===== src/hw/rtl/rcpfa_pkg.sv =====
// shared types, codes and width helpers of the page frame allocator
`timescale 1ns / 1ps
`default_nettype none

package rcpfa_pkg;

   // default build values
   localparam int DEFAULT_PAGE_COUNT  = 32768;
   localparam int DEFAULT_PAGE_SHIFT  = 12;
   localparam int DEFAULT_COUNT_WIDTH = 8;

   // configuration register map
   localparam int CSR_INDEX_WIDTH = 1;
   localparam int CSR_DATA_WIDTH  = 32;
   localparam logic [CSR_INDEX_WIDTH-1:0] CSR_REGION_START = 1'b0;
   localparam logic [CSR_INDEX_WIDTH-1:0] CSR_REGION_END   = 1'b1;

   localparam logic [31:0] REGION_START_RESET = 32'h0000_0000;
   localparam logic [31:0] REGION_END_RESET   = 32'h0800_0000;

   // request kinds
   localparam logic [1:0] KIND_ALLOC   = 2'd0;
   localparam logic [1:0] KIND_RELEASE = 2'd1;
   localparam logic [1:0] KIND_ADD     = 2'd2;

   typedef enum logic [2:0] {
      STATUS_OK          = 3'd0,
      STATUS_OUT_OF_MEM  = 3'd1,
      STATUS_BAD_ADDRESS = 3'd2,
      STATUS_UNDERFLOW   = 3'd3,
      STATUS_OVERFLOW    = 3'd4
   } status_type;

   // outcome of the address and region check
   typedef struct packed {
      logic addr_ok;   // address names a managed page
      logic fresh_ok;  // an untouched page is still left
   } check_flags_type;

   // bits of a page index
   function automatic int idx_width(input int n);
      return (n > 1) ? $clog2(n) : 1;
   endfunction

   // bits of a counter that can hold n itself
   function automatic int total_width(input int n);
      return $clog2(n + 1);
   endfunction

endpackage

`default_nettype wire


===== src/hw/rtl/rcpfa_check.sv =====
// three stage address and region check: page base, page total, index range
`timescale 1ns / 1ps
`default_nettype none

module rcpfa_check #(
   parameter int PAGE_COUNT = rcpfa_pkg::DEFAULT_PAGE_COUNT,
   parameter int PAGE_SHIFT = rcpfa_pkg::DEFAULT_PAGE_SHIFT
) (
   input  wire logic                                           clock,
   input  wire logic [31:0]                                    region_start,
   input  wire logic [31:0]                                    region_end,
   input  wire logic [31:0]                                    address,
   input  wire logic [rcpfa_pkg::total_width(PAGE_COUNT)-1:0]  fresh_taken,
   output logic      [31:0]                                    base_address,
   output rcpfa_pkg::check_flags_type                          flags,
   output logic      [rcpfa_pkg::idx_width(PAGE_COUNT)-1:0]    page_index,
   output logic      [rcpfa_pkg::idx_width(PAGE_COUNT)-1:0]    fresh_index
);

   localparam int IDX_W = rcpfa_pkg::idx_width(PAGE_COUNT);
   localparam int TOT_W = rcpfa_pkg::total_width(PAGE_COUNT);
   localparam logic [32:0] PAGE_MASK = 33'((1 << PAGE_SHIFT) - 1);
   localparam logic [32:0] PAGE_LIMIT = 33'(PAGE_COUNT);

   // region base, rounded up to a page boundary
   logic [32:0] base_ff;

   // stage 1
   logic [33:0] rel_ff;
   logic [33:0] span_ff;
   logic        aligned_ff;

   // stage 2
   logic [32:0]      rel_pg;
   logic [32:0]      span_pg;
   logic             rel_ok_ff;
   logic [IDX_W-1:0] rel_idx_ff;
   logic [TOT_W-1:0] total_ff;

   // stage 3
   logic [TOT_W-1:0]            fresh_sub;
   rcpfa_pkg::check_flags_type  flags_ff;
   logic [IDX_W-1:0]            page_index_ff;
   logic [IDX_W-1:0]            fresh_index_ff;

   always_ff @(posedge clock) begin
      base_ff <= ({1'b0, region_start} + PAGE_MASK) & ~PAGE_MASK;
   end

   always_ff @(posedge clock) begin
      rel_ff     <= {2'b00, address} - {1'b0, base_ff};
      span_ff    <= {2'b00, region_end} - {1'b0, base_ff};
      aligned_ff <= (address & PAGE_MASK[31:0]) == 32'd0;
   end

   assign rel_pg  = rel_ff[32:0] >> PAGE_SHIFT;
   assign span_pg = span_ff[32:0] >> PAGE_SHIFT;

   always_ff @(posedge clock) begin
      rel_ok_ff  <= !rel_ff[33] && aligned_ff && (rel_pg < PAGE_LIMIT);
      rel_idx_ff <= rel_pg[IDX_W-1:0];
      if (span_ff[33]) begin
         total_ff <= '0;
      end else if (span_pg >= PAGE_LIMIT) begin
         total_ff <= TOT_W'(PAGE_COUNT);
      end else begin
         total_ff <= span_pg[TOT_W-1:0];
      end
   end

   // fresh pages are handed out from the top down
   assign fresh_sub = total_ff - fresh_taken - TOT_W'(1);

   always_ff @(posedge clock) begin
      flags_ff.addr_ok  <= rel_ok_ff && (TOT_W'(rel_idx_ff) < total_ff);
      flags_ff.fresh_ok <= fresh_taken < total_ff;
      page_index_ff     <= rel_idx_ff;
      fresh_index_ff    <= fresh_sub[IDX_W-1:0];
   end

   assign base_address = base_ff[31:0];
   assign flags        = flags_ff;
   assign page_index   = page_index_ff;
   assign fresh_index  = fresh_index_ff;

endmodule

`default_nettype wire


===== config.mk =====
export PLATFORM = sky130hd
export DESIGN_NAME = rcpfa_check
export DESIGN_NICKNAME = d
export VERILOG_FILES = /design/src/hw/rtl/rcpfa_pkg.sv /design/src/hw/rtl/rcpfa_check.sv
export SDC_FILE = /design/constraint.sdc
export NUM_CORES = 1
export LEC_CHECK = 0
export BUFFER_PORTS_ARGS = -buffer_cell sky130_fd_sc_hd__clkbuf_2
export CAP_MARGIN = 20
export CORE_MARGIN = 10
export CORE_UTILIZATION = 55
export CTS_BUF_LIST = sky130_fd_sc_hd__clkbuf_8
export DETAILED_ROUTE_END_ITERATION = 8
export PLACE_DENSITY = 0.83
export SKIP_LAST_GASP = 1
export SLEW_MARGIN = 0
export SYNTH_ARGS = -nofsm -noshare
export SYNTH_HDL_FRONTEND = slang
export SYNTH_SLANG_ARGS = --single-unit

===== constraint.sdc =====
create_clock -name clock -period 4.98 [get_ports clock]
set_clock_uncertainty 0.2 [all_clocks]
set_input_delay 0.498 -clock clock [delete_from_list [all_inputs] [get_ports clock]]
set_output_delay 0.498 -clock clock [all_outputs]
set_load 0.05 [all_outputs]

==> results.sh, run 1 <==
export IMPL_netlist_top_cells_count="dfxtp_1, ha_1, inv_1"
export IMPL_path_class="reg -> reg"
export IMPL_initial_core_util_pct=56.4
export IMPL_cts_setup_buffers=0
export IMPL_syn_inst=705
export IMPL_cp_required_ns=5.17
export IMPL_drtIter0Drc=217
export IMPL_seq_area_frac_synth_pct=38.2
export IMPL_syn_cell_area_um2=6810
export IMPL_area_delta_synth_final_pct=18.0
export IMPL_drc=0
export IMPL_numClockSinks=130
export IMPL_ys_warn_count=0
export IMPL_antenna_found_initial=1
export IMPL_hold_buffers=0
export IMPL_die_area_um2=17200
export IMPL_start_kind="register"
export IMPL_powerDensity_nw_per_um2=377
export IMPL_worstPathCellList="ha_1, inv_1, fa_1, a21o_1, a21oi_2, o32ai_2, o41a_4, a31oi_1, nor4b_1, nor3_2, xnor2_1"
export IMPL_slowest_stage="fa_1"
export IMPL_tns_ns=0
export IMPL_fmax_mhz=345
export IMPL_nFillCells=983
export IMPL_fin_cells=1033
export IMPL_crit_path_end_kind="register"
export IMPL_grt_pass1_vias=5379
export IMPL_via_per_inst=4.97
export IMPL_core_um2=12100
export IMPL_synth_main_ff_cell="dfxtp_1"
export IMPL_drive_gt1_share_pct=24.7
export IMPL_clockRootBuffer="clkbuf_8"
export IMPL_clk_pin_slew_ns=0.08
export IMPL_grt_overflow=0
export IMPL_grt_use_total_pct=17.3
export IMPL_slowest_delay_ns=0.39
export IMPL_wl_per_cell_um=14.3
export IMPL_synth_edff_count=0
export IMPL_ioPinCount=177
export IMPL_vdd_drop_max_uv=163
export IMPL_max_cap_violations=0
export IMPL_synthArstFlopShare_pct=0
export IMPL_crit_fanout=3
export IMPL_place_hpwl_um=12100
export IMPL_cts_tree="done"
export IMPL_relSlewSlack_pct=41.4
export IMPL_yosysTopAreaCell="dfxtp_1"
export IMPL_antenna_left=0
export IMPL_die_h_um=131
export IMPL_synth_area_leaders="dfxtp_1, ha_1, xnor2_1"
export IMPL_nets=1051
export IMPL_rows=40
export IMPL_grt_max_degree=17
export IMPL_synth_distinct_cells=65
export IMPL_hold_viol_final=0
export IMPL_drv_slew=0
export IMPL_worstSkewPairLatency_ns=0.46
export IMPL_placedCellCount=1000
export IMPL_clock_path_buffers=2
export IMPL_synth_top_area_share_pct=38.2
export IMPL_fin_crit_sh_pct=58.3
export IMPL_period_needed_ns=2.90
export IMPL_avgSynthCellArea_um2=9.65
export IMPL_synth_most_common_cell="dfxtp_1"
export IMPL_firstDrtPassIters=4
export IMPL_drt_wl_total_um=14800
export IMPL_critical_path_arrival_ns=3.09
export IMPL_placement_io_buffers=152
export IMPL_place_gp_congestion=0.886
export IMPL_die_w_um=131
export IMPL_htreeDepth=4
export IMPL_synth_seq_cells=130
export IMPL_p_leak_nw=3.88
export IMPL_hold_path_class="in -> reg"
export IMPL_grt_pass1_wl_um=24900
export IMPL_vias=5135
export IMPL_rsz0062_at_grt="no"
export IMPL_cts_buffers=17
export IMPL_outcome="finished clean"
export IMPL_cts_resized=0
export IMPL_finalSetupViolCount=0
export IMPL_worst_pin_slew_ns=0.876
## critical path, delay by kind of cell (launching register included)
family | cells | cell delay [ns]
adders and majority gates | 2 | 0.57
buffers and inverters | 1 | 0.06
DFF | 1 | 0.37
xor gates and xnor gates | 1 | 0.14
and+or+nand+nor | 2 | 0.26
AOI/OAI and AO/OA | 5 | 1.25
## kinds of logic (layout without fill, tap and decap cells)
group	count (synthesis)	after routing	synth area share, %
adders and majority gates	87	87	16.3
and+or+nand+nor	166	166	14.2
xor gates and xnor gates	67	67	8.62
other	1	13	0.0551
buffers and inverters	103	251	7.56
DFF	130	130	38.2
AOI/OAI and AO/OA	150	150	14.9
muxes	1	1	0.147
## area by class of cell
type,instances,area [µm²],share of cell area (%)
inverter,67,251,3.13
sequential,130,2600,32.4
clock inverter,14,224,2.79
clock buffer,18,248,3.09
tap,168,210,2.62
antenna,1,2.50,0.0312
timing repair buffer,152,761,9.47
multi-input combinational,483,3730,46.5
## through the flow
stage	cell area, µm²	hold slack, ns	util [%]	worst slack (ns)	power [mW]
CTS	8030	0.000547	66.6	2.03	3.05
detailed placement	7560	0.112	62.6	1.79	2.00
global placement	7560	0.111	62.6	1.84	1.98
finish	8030	0.0292	66.6	2.08	3.03
floorplan	6850	0.110	-	2.16	1.83
global route	8030	0.0286	66.6	1.89	3.19
## cell usage in the layout (no fill, tap or decap), types with 3 or more instances in the layout
cell type,Yosys,final
clkbuf_2,0,152
dfxtp_1,130,130
ha_1,84,84
inv_1,67,67
a21oi_1,51,51
xnor2_1,49,49
nor2_1,40,40
a21o_1,23,23
o21ai_0,20,20
nand2_1,19,19
xor2_1,18,18
clkbuf_8,0,18
nand3_1,17,17
and2_1,16,16
nor3_1,13,13
conb_1,1,12
nand2b_1,11,11
o21a_1,10,10
nor2b_1,9,9
a211oi_1,8,8
o31ai_1,5,5
and3_1,5,5
nor4_1,5,5
bufinv_16,0,5
a31oi_1,4,4
nand4_1,4,4
inv_6,0,4
or2_2,3,3
nor4b_1,3,3
nor4_4,3,3
o21ai_1,3,3
o31a_1,3,3
o21bai_1,3,3
fa_1,3,3
clkinv_4,0,3
## flip-flops by register name, indices dropped and copies added (netlist names)
signal       cells
base_ff         21
rel_ok_ff        1
rel_ff          22
page_index      15
aligned_ff       1
flags            2
fresh_index     15
span_ff         22
total_ff        16
rel_idx_ff      15
## where the power goes
group | switching, mW | total (mW) | internal [mW]
Sequential | 0.0534 | 1.26 | 1.20
Combinational | 0.466 | 0.724 | 0.258
Clock | 0.431 | 1.05 | 0.616
Total | 0.950 | 3.03 | 2.08
## metal layers
metal / global-route usage [%] / vias to the layer above / wire length (µm)
met1: 19.3 / 2289 / 6170
li1: - / 2685 / -
met3: 6.21 / 27 / 1200
met5: 0 / - / 0
met4: 7.63 / 0 / 348
met2: 28.9 / 134 / 7060
## final timing paths
path,depth (start not counted),slack [ns],startpoint,to
worst max-delay path,11,2.08,base_ff[12],rel_ff[32]
worst min-delay path,2,0.03,region_start[18],base_ff[18]
worst max register to register,11,2.08,base_ff[12],rel_ff[32]
worst min register to register,0,0.13,rel_ff[26],rel_idx_ff[14]
(Power assumes the default switching activity.)
==> run 2: changes to the inputs <==
Settings changed: ABC_AREA set to 1, PLACE_DENSITY 0.83 to 0.81.
Clock period 4.98 ns to 2.87 ns, I/O delays scaled along.
==> run 2 against run 1 <==
Cell area rose by 18%. Power rose by 77%. Sequential share of layout area fell by 5.0 points. Routed wire length rose by 42%. First-iteration DRC count rose by 76%. Flip-flop and latch count did not move. Hold slack barely moved. Non-clock buffer count rose by 33. Register-to-register slack got worse by 1.4 ns. Global-route usage rose by 4.0 points. Count of clock-buffer cells in the layout rose by 1. Worst setup slack got worse by 1.9 ns. Largest power group unchanged.
==> results.sh, run 2 <==
export IMPL_worstSkewPairLatency_ns=0.45
export IMPL_cts_setup_buffers=0
export IMPL_place_hpwl_um=17600
export IMPL_reg2reg_depth=11
export IMPL_synth_distinct_cells=31
export IMPL_p_leak_nw=5.34
export IMPL_whs_path_depth=5
export IMPL_critical_path_arrival_ns=2.83
export IMPL_place_area_um2=8720
export IMPL_wl_met3_um=1610
export IMPL_synth_area_leaders="dfxtp_1, nand2_1, ha_1"
export IMPL_top_layer="met4"
export IMPL_crit_fanout=9
export IMPL_grt_max_degree=17
export IMPL_nets=1542
export IMPL_r2r_start="base_ff[12]"
export IMPL_fmax_mhz=373
export IMPL_crit_path_end_kind="register"
export IMPL_synth_main_ff_cell="dfxtp_1"
export IMPL_die_h_um=140
export IMPL_design_area_um2=9490
export IMPL_rsz0062_at_grt="no"
export IMPL_crit_start="region_start[12]"
export IMPL_r2r_end="span_ff[28]"
export IMPL_synth_edff_count=0
export IMPL_placement_io_buffers=152
export IMPL_antenna_left=0
export IMPL_drtIter0Drc=382
export IMPL_drt_wl_total_um=21100
export IMPL_hold_path_class="in -> reg"
export IMPL_whs_ns=0.0294
export IMPL_die_area_um2=19700
export IMPL_max_cap_violations=0
export IMPL_rows=43
export IMPL_final_cell_mix="nand2_1, inv_1, clkbuf_2, dfxtp_1, nor2_1"
export IMPL_clock_power_share_pct=32.2
export IMPL_wl_met2_um=10200
export IMPL_fin_crit_sh_pct=93.3
export IMPL_multiInputGateArea_um2=4380
export IMPL_grt_use_total_pct=21.3
export IMPL_ys_warn_count=0
export IMPL_netSwitchingPower_mw=1.82
export IMPL_sw_frac_of_total_pct=34.1
export IMPL_clock_path_buffers=2
export IMPL_regArea_um2=2600
export IMPL_core_um2=14000
export IMPL_antenna_cells=0
export IMPL_grt_pass1_vias=7466
export IMPL_initial_core_util_pct=56.6
export IMPL_start_kind="input pin"
export IMPL_cts_buffers=17
export IMPL_area_delta_synth_final_pct=19.5
export IMPL_nFillCells=1255
export IMPL_cts_resized=0
export IMPL_wl_per_cell_um=13.7
export IMPL_hold_viol_final=0
export IMPL_outcome="finished clean"
export IMPL_drv_slew=0
export IMPL_cts_tree="done"
export IMPL_reg_top3="rel_ff x22, span_ff x22, base_ff x21"
export IMPL_period_needed_ns=2.68
export IMPL_vdd_drop_max_uv=276
export IMPL_synth_most_common_cell="nand2_1"
export IMPL_cp_required_ns=3.02
export IMPL_hold_buffers=33
export IMPL_antenna_found_initial=0
export IMPL_clk_pin_slew_ns=0.08
export IMPL_combinationalPowerShare_pct=27.2
export IMPL_worst_pin_slew_ns=0.527
export IMPL_firstDrtPassIters=6
export IMPL_netlist_top_cells_count="nand2_1, inv_1, dfxtp_1"
export IMPL_htreeDepth=4
export IMPL_drc=0
export IMPL_synth_top_area_share_pct=32.8
export IMPL_final_common_cell="nand2_1"
export IMPL_endpoint="base_ff[18]"
export IMPL_yosysTopAreaCell="dfxtp_1"
export IMPL_powerDensity_nw_per_um2=563
export IMPL_ioPinCount=177
export IMPL_via_per_inst=4.91
export IMPL_syn_cell_area_um2=7950
export IMPL_seq_power_share_pct=40.6
export IMPL_path_class="in -> reg"
export IMPL_avgSynthCellArea_um2=6.84
export IMPL_vias=7535
export IMPL_place_gp_congestion=0.928
export IMPL_synthArstFlopShare_pct=0
export IMPL_finalSetupViolCount=0
export IMPL_synth_seq_cells=130
export IMPL_grt_pass1_wl_um=34500
export IMPL_numClockSinks=130
export IMPL_seq_area_frac_synth_pct=32.8
export IMPL_die_w_um=140
export IMPL_relSlewSlack_pct=64.8
export IMPL_reg2reg_slack_ns=0.68
export IMPL_syn_inst=1161
export IMPL_tns_ns=0
export IMPL_drive_gt1_share_pct=14.3
export IMPL_grt_overflow=0
export IMPL_intPower_mw=3.52
export IMPL_wl_met1_um=8800
export IMPL_clockRootBuffer="clkbuf_8"
-- run 2: cell types whose count changed after synthesis, sizes merged, moves of 9 or more --
cell	before	now
nand2	20	337
inv	67	200
nor2	40	125
nand3	19	71
xnor2	49	6
a21o	23	2
and2	18	7
nand2b	11	0
o21a	11	0
xor2	18	29
o21ai	23	13
nand3b	1	10
nor2b	9	0
-- run 2: logic make-up after synthesis --
family | count (synthesis) | share of synthesized area, %
AND/OR/NAND/NOR | 589 | 31.1
buffers and inverters | 234 | 12.6
flip-flops | 130 | 32.8
adder cells (fa/ha/maj) | 87 | 14.0
AO/OA/AOI/OAI | 85 | 5.68
XOR/XNOR | 35 | 3.86
other | 1 | 0.0472
-- run 2: power groups by stage --
stage | sequential [mW] | combinational [mW] | clock [mW]
after floorplan | 2.42 | 0.829 | 0
after global placement | 2.21 | 1.39 | 0
after detailed placement | 2.22 | 1.41 | 0
after CTS | 2.17 | 1.45 | 1.75
after global routing | 2.20 | 1.62 | 1.82
final | 2.17 | 1.45 | 1.72
-- run 2: through the flow --
| step | power, mW | setup slack (ns) | utilization (%) | cells |
|---|---|---|---|---|
| finish | 5.34 | 0.192 | 67.6 | 1534 |
| global placement | 3.60 | 0.696 | 62.1 | 1470 |
| floorplan | 3.25 | 0.979 | - | 1172 |
| global route | 5.64 | 0.0183 | 67.6 | 1534 |
| CTS | 5.37 | 0.200 | 67.6 | 1534 |
| detailed placement | 3.63 | 0.652 | 62.1 | 1470 |
-- run 2: cell type report --
class / count / share of cell area, %
clock inverter: 12 / 1.91
sequential: 130 / 27.4
tap: 180 / 2.37
inverter: 200 / 7.91
timing repair buffer: 185 / 11.5
multi-input combinational: 808 / 46.2
clock buffer: 19 / 2.75
-- run 2: critical path, cell delays in order --
cell	delay [ns]
dlygate4sd3_1	0.52
clkbuf_2	0.20
nand2_2	0.13
nor2_1	0.20
nand2_1	0.09
nor2_2	0.16
nand2_1	0.07
nand2_1	0.05
dlygate4sd3_1	0.53
nand2_1	0.04
dlygate4sd3_1	0.54
-- run 2: how the worst min path moves through the flow --
| stage | endpoint | slack [ns] | start |
|---|---|---|---|
| final | flags[0] | 0.03 | fresh_taken[15] |
| after global routing | span_ff[19] | 0.05 | region_end[19] |
| after CTS | rel_ff[14] | 0.008 | address[14] |
| after detailed placement | rel_idx_ff[14] | 0.11 | rel_ff[26] |
| after global placement | rel_idx_ff[7] | 0.11 | rel_ff[19] |
| after floorplan | rel_idx_ff[0] | 0.11 | rel_ff[12] |
-- run 2: per-layer routing --
metal	vias to the layer above	track usage [%]
met5	-	0
met4	0	7.07
met3	34	7.07
met2	218	37.7
met1	3349	23.2
li1	3934	-
==> run 3: changes to the inputs <==
Settings changed: BUFFER_PORTS_ARGS -buffer_cell sky130_fd_sc_hd__clkbuf_2 to -buffer_cell sky130_fd_sc_hd__buf_2, CTS_BUF_LIST sky130_fd_sc_hd__clkbuf_8 to unset.
==> run 3 against run 2 <==
Cell count is 0.20% lower. Cell area is 0.84% higher. Maximum frequency is 0.77% higher. Routed wire length is 1.6% higher. Count of clock-buffer cells in the layout stayed put. First-iteration DRC count is 9.2% lower. Sequential share of layout area is 0.23 points lower. Die area stayed put. Sequential power hardly changed.
==> results.sh, run 3 (synthesized netlist as in run 2, its figures left out) <==
export IMPL_outcome="finished clean"
export IMPL_firstDrtPassIters=5
export IMPL_nFillCells=1240
export IMPL_cts_buffers=17
export IMPL_reg2reg_depth=10
export IMPL_start_kind="input pin"
export IMPL_period_needed_ns=2.66
export IMPL_drv_slew=0
export IMPL_tns_ns=0
export IMPL_nets=1537
export IMPL_total_power_mw=5.70
export IMPL_area_delta_synth_final_pct=20.5
export IMPL_design_area_um2=9570
export IMPL_wl_per_cell_um=14.0
export IMPL_r2r_end="span_ff[24]"
export IMPL_final_cell_mix="nand2_1, inv_1, buf_2, dfxtp_1, nor2_1"
export IMPL_p_leak_nw=5.35
export IMPL_grt_use_total_pct=21.4
export IMPL_final_common_cell="nand2_1"
export IMPL_die_w_um=140
export IMPL_die_area_um2=19700
export IMPL_worst_pin_slew_ns=0.508
export IMPL_crit_path_end_kind="register"
export IMPL_wl_met2_um=10300
export IMPL_grt_max_degree=17
export IMPL_die_h_um=140
export IMPL_powerDensity_nw_per_um2=596
export IMPL_drc=0
export IMPL_wl_met3_um=1530
export IMPL_whs_ns=0.00640
export IMPL_hold_viol_final=0
export IMPL_hold_end="span_ff[12]"
export IMPL_vdd_drop_max_uv=485
export IMPL_finalSetupViolCount=0
export IMPL_hold_path_class="in -> reg"
export IMPL_whs_path_depth=4
export IMPL_top_layer="met5"
export IMPL_fin_crit_sh_pct=92.6
export IMPL_placedCellCount=1470
export IMPL_placement_io_buffers=152
export IMPL_fin_cells=1531
export IMPL_ioPinCount=177
export IMPL_path_class="in -> reg"
export IMPL_reg_top3="rel_ff x22, span_ff x22, base_ff x21"
export IMPL_hp_start="region_end[12]"
export IMPL_clk_pin_slew_ns=0.06
export IMPL_grt_pass1_wl_um=34800
export IMPL_place_hpwl_um=17500
export IMPL_grt_overflow=0
export IMPL_clock_path_buffers=2
export IMPL_cts_resized=0
export IMPL_crit_fanout=4
export IMPL_drive_gt1_share_pct=14.3
export IMPL_place_area_um2=8720
export IMPL_max_cap_violations=0
export IMPL_antenna_left=0
export IMPL_fmax_mhz=376
export IMPL_htreeDepth=4
export IMPL_drtIter0Drc=347
export IMPL_multiInputGateArea_um2=4380
export IMPL_initial_core_util_pct=56.6
export IMPL_regArea_um2=2600
export IMPL_critical_path_arrival_ns=2.76
export IMPL_clockRootBuffer="clkbuf_16"
export IMPL_grt_pass1_vias=7557
export IMPL_relSlewSlack_pct=66.0
export IMPL_rsz0062_at_grt="no"
export IMPL_antenna_found_initial=2
export IMPL_reg2reg_slack_ns=0.71
export IMPL_worstSkewPairLatency_ns=0.43
export IMPL_wl_met1_um=9060
export IMPL_cp_required_ns=2.98
export IMPL_cts_tree="done"
export IMPL_via_per_inst=4.90
export IMPL_numClockSinks=130
export IMPL_core_um2=14000
export IMPL_vias=7500
export IMPL_place_gp_congestion=0.935
export IMPL_r2r_start="base_ff[12]"
export IMPL_drt_wl_total_um=21400
export IMPL_rows=43
==> run 3: critical path: stages <==
cell           delay (ns)
dlygate4sd3_1        0.52
buf_2                0.14
nand2_2              0.11
nor2_1               0.19
nand2_1              0.09
nor2_2               0.16
nand2_1              0.07
nand2_1              0.06
dlygate4sd3_1        0.54
nand2_1              0.04
dlygate4sd3_1        0.54
==> run 3: where the power goes <==
part	switching [mW]	internal, mW
clock	0.843	1.23
combinational	1.00	0.458
sequential	0.0949	2.08
total	1.94	3.76
==> run 3: per-layer routing <==
layer | global-route usage, % | vias up
li1 | - | 3923
met1 | 24.1 | 3298
met3 | 7.03 | 48
met5 | 0 | -
met4 | 7.28 | 2
met2 | 37.1 | 229
==> run 3: worst max-delay path by stage <==
stage / startpoint / to / slack [ns] / depth (start not counted)
finish: region_start[13] / base_ff[18] / 0.21 / 11
global route: region_start[13] / base_ff[18] / 0.08 / 11
CTS: region_start[13] / base_ff[18] / 0.25 / 11
detailed placement: region_end[12] / span_ff[28] / 0.64 / 13
global placement: region_end[12] / span_ff[28] / 0.68 / 13
floorplan: fresh_taken[0] / fresh_index[14] / 0.98 / 11
==> run 3: what timing repair did <==
| item | in CTS | in global routing |
|---|---|---|
| endpoints found under the hold margin | 25 | 0 |
| hold buffers | 28 | 0 |
| setup buffers | 0 | 0 |
==> run 3: final cells by class <==
type                            instances  share of cell area (%)
Timing Repair Buffer                  180                    10.9
Tap cell                              180                    2.35
Clock buffer                           19                    4.63
Sequential cell                       130                    27.2
Multi-Input combinational cell        808                    45.8
Inverter                              200                    7.84
Antenna cell                            1                  0.0261
Clock inverter                         13                    1.33
==> run 3: metrics by stage <==
stage               util, %  worst slack (ns)
floorplan                 -             0.979
global placement       62.1             0.681
detailed placement     62.1             0.643
CTS                    68.2             0.246
global route           68.2            0.0764
finish                 68.2             0.213
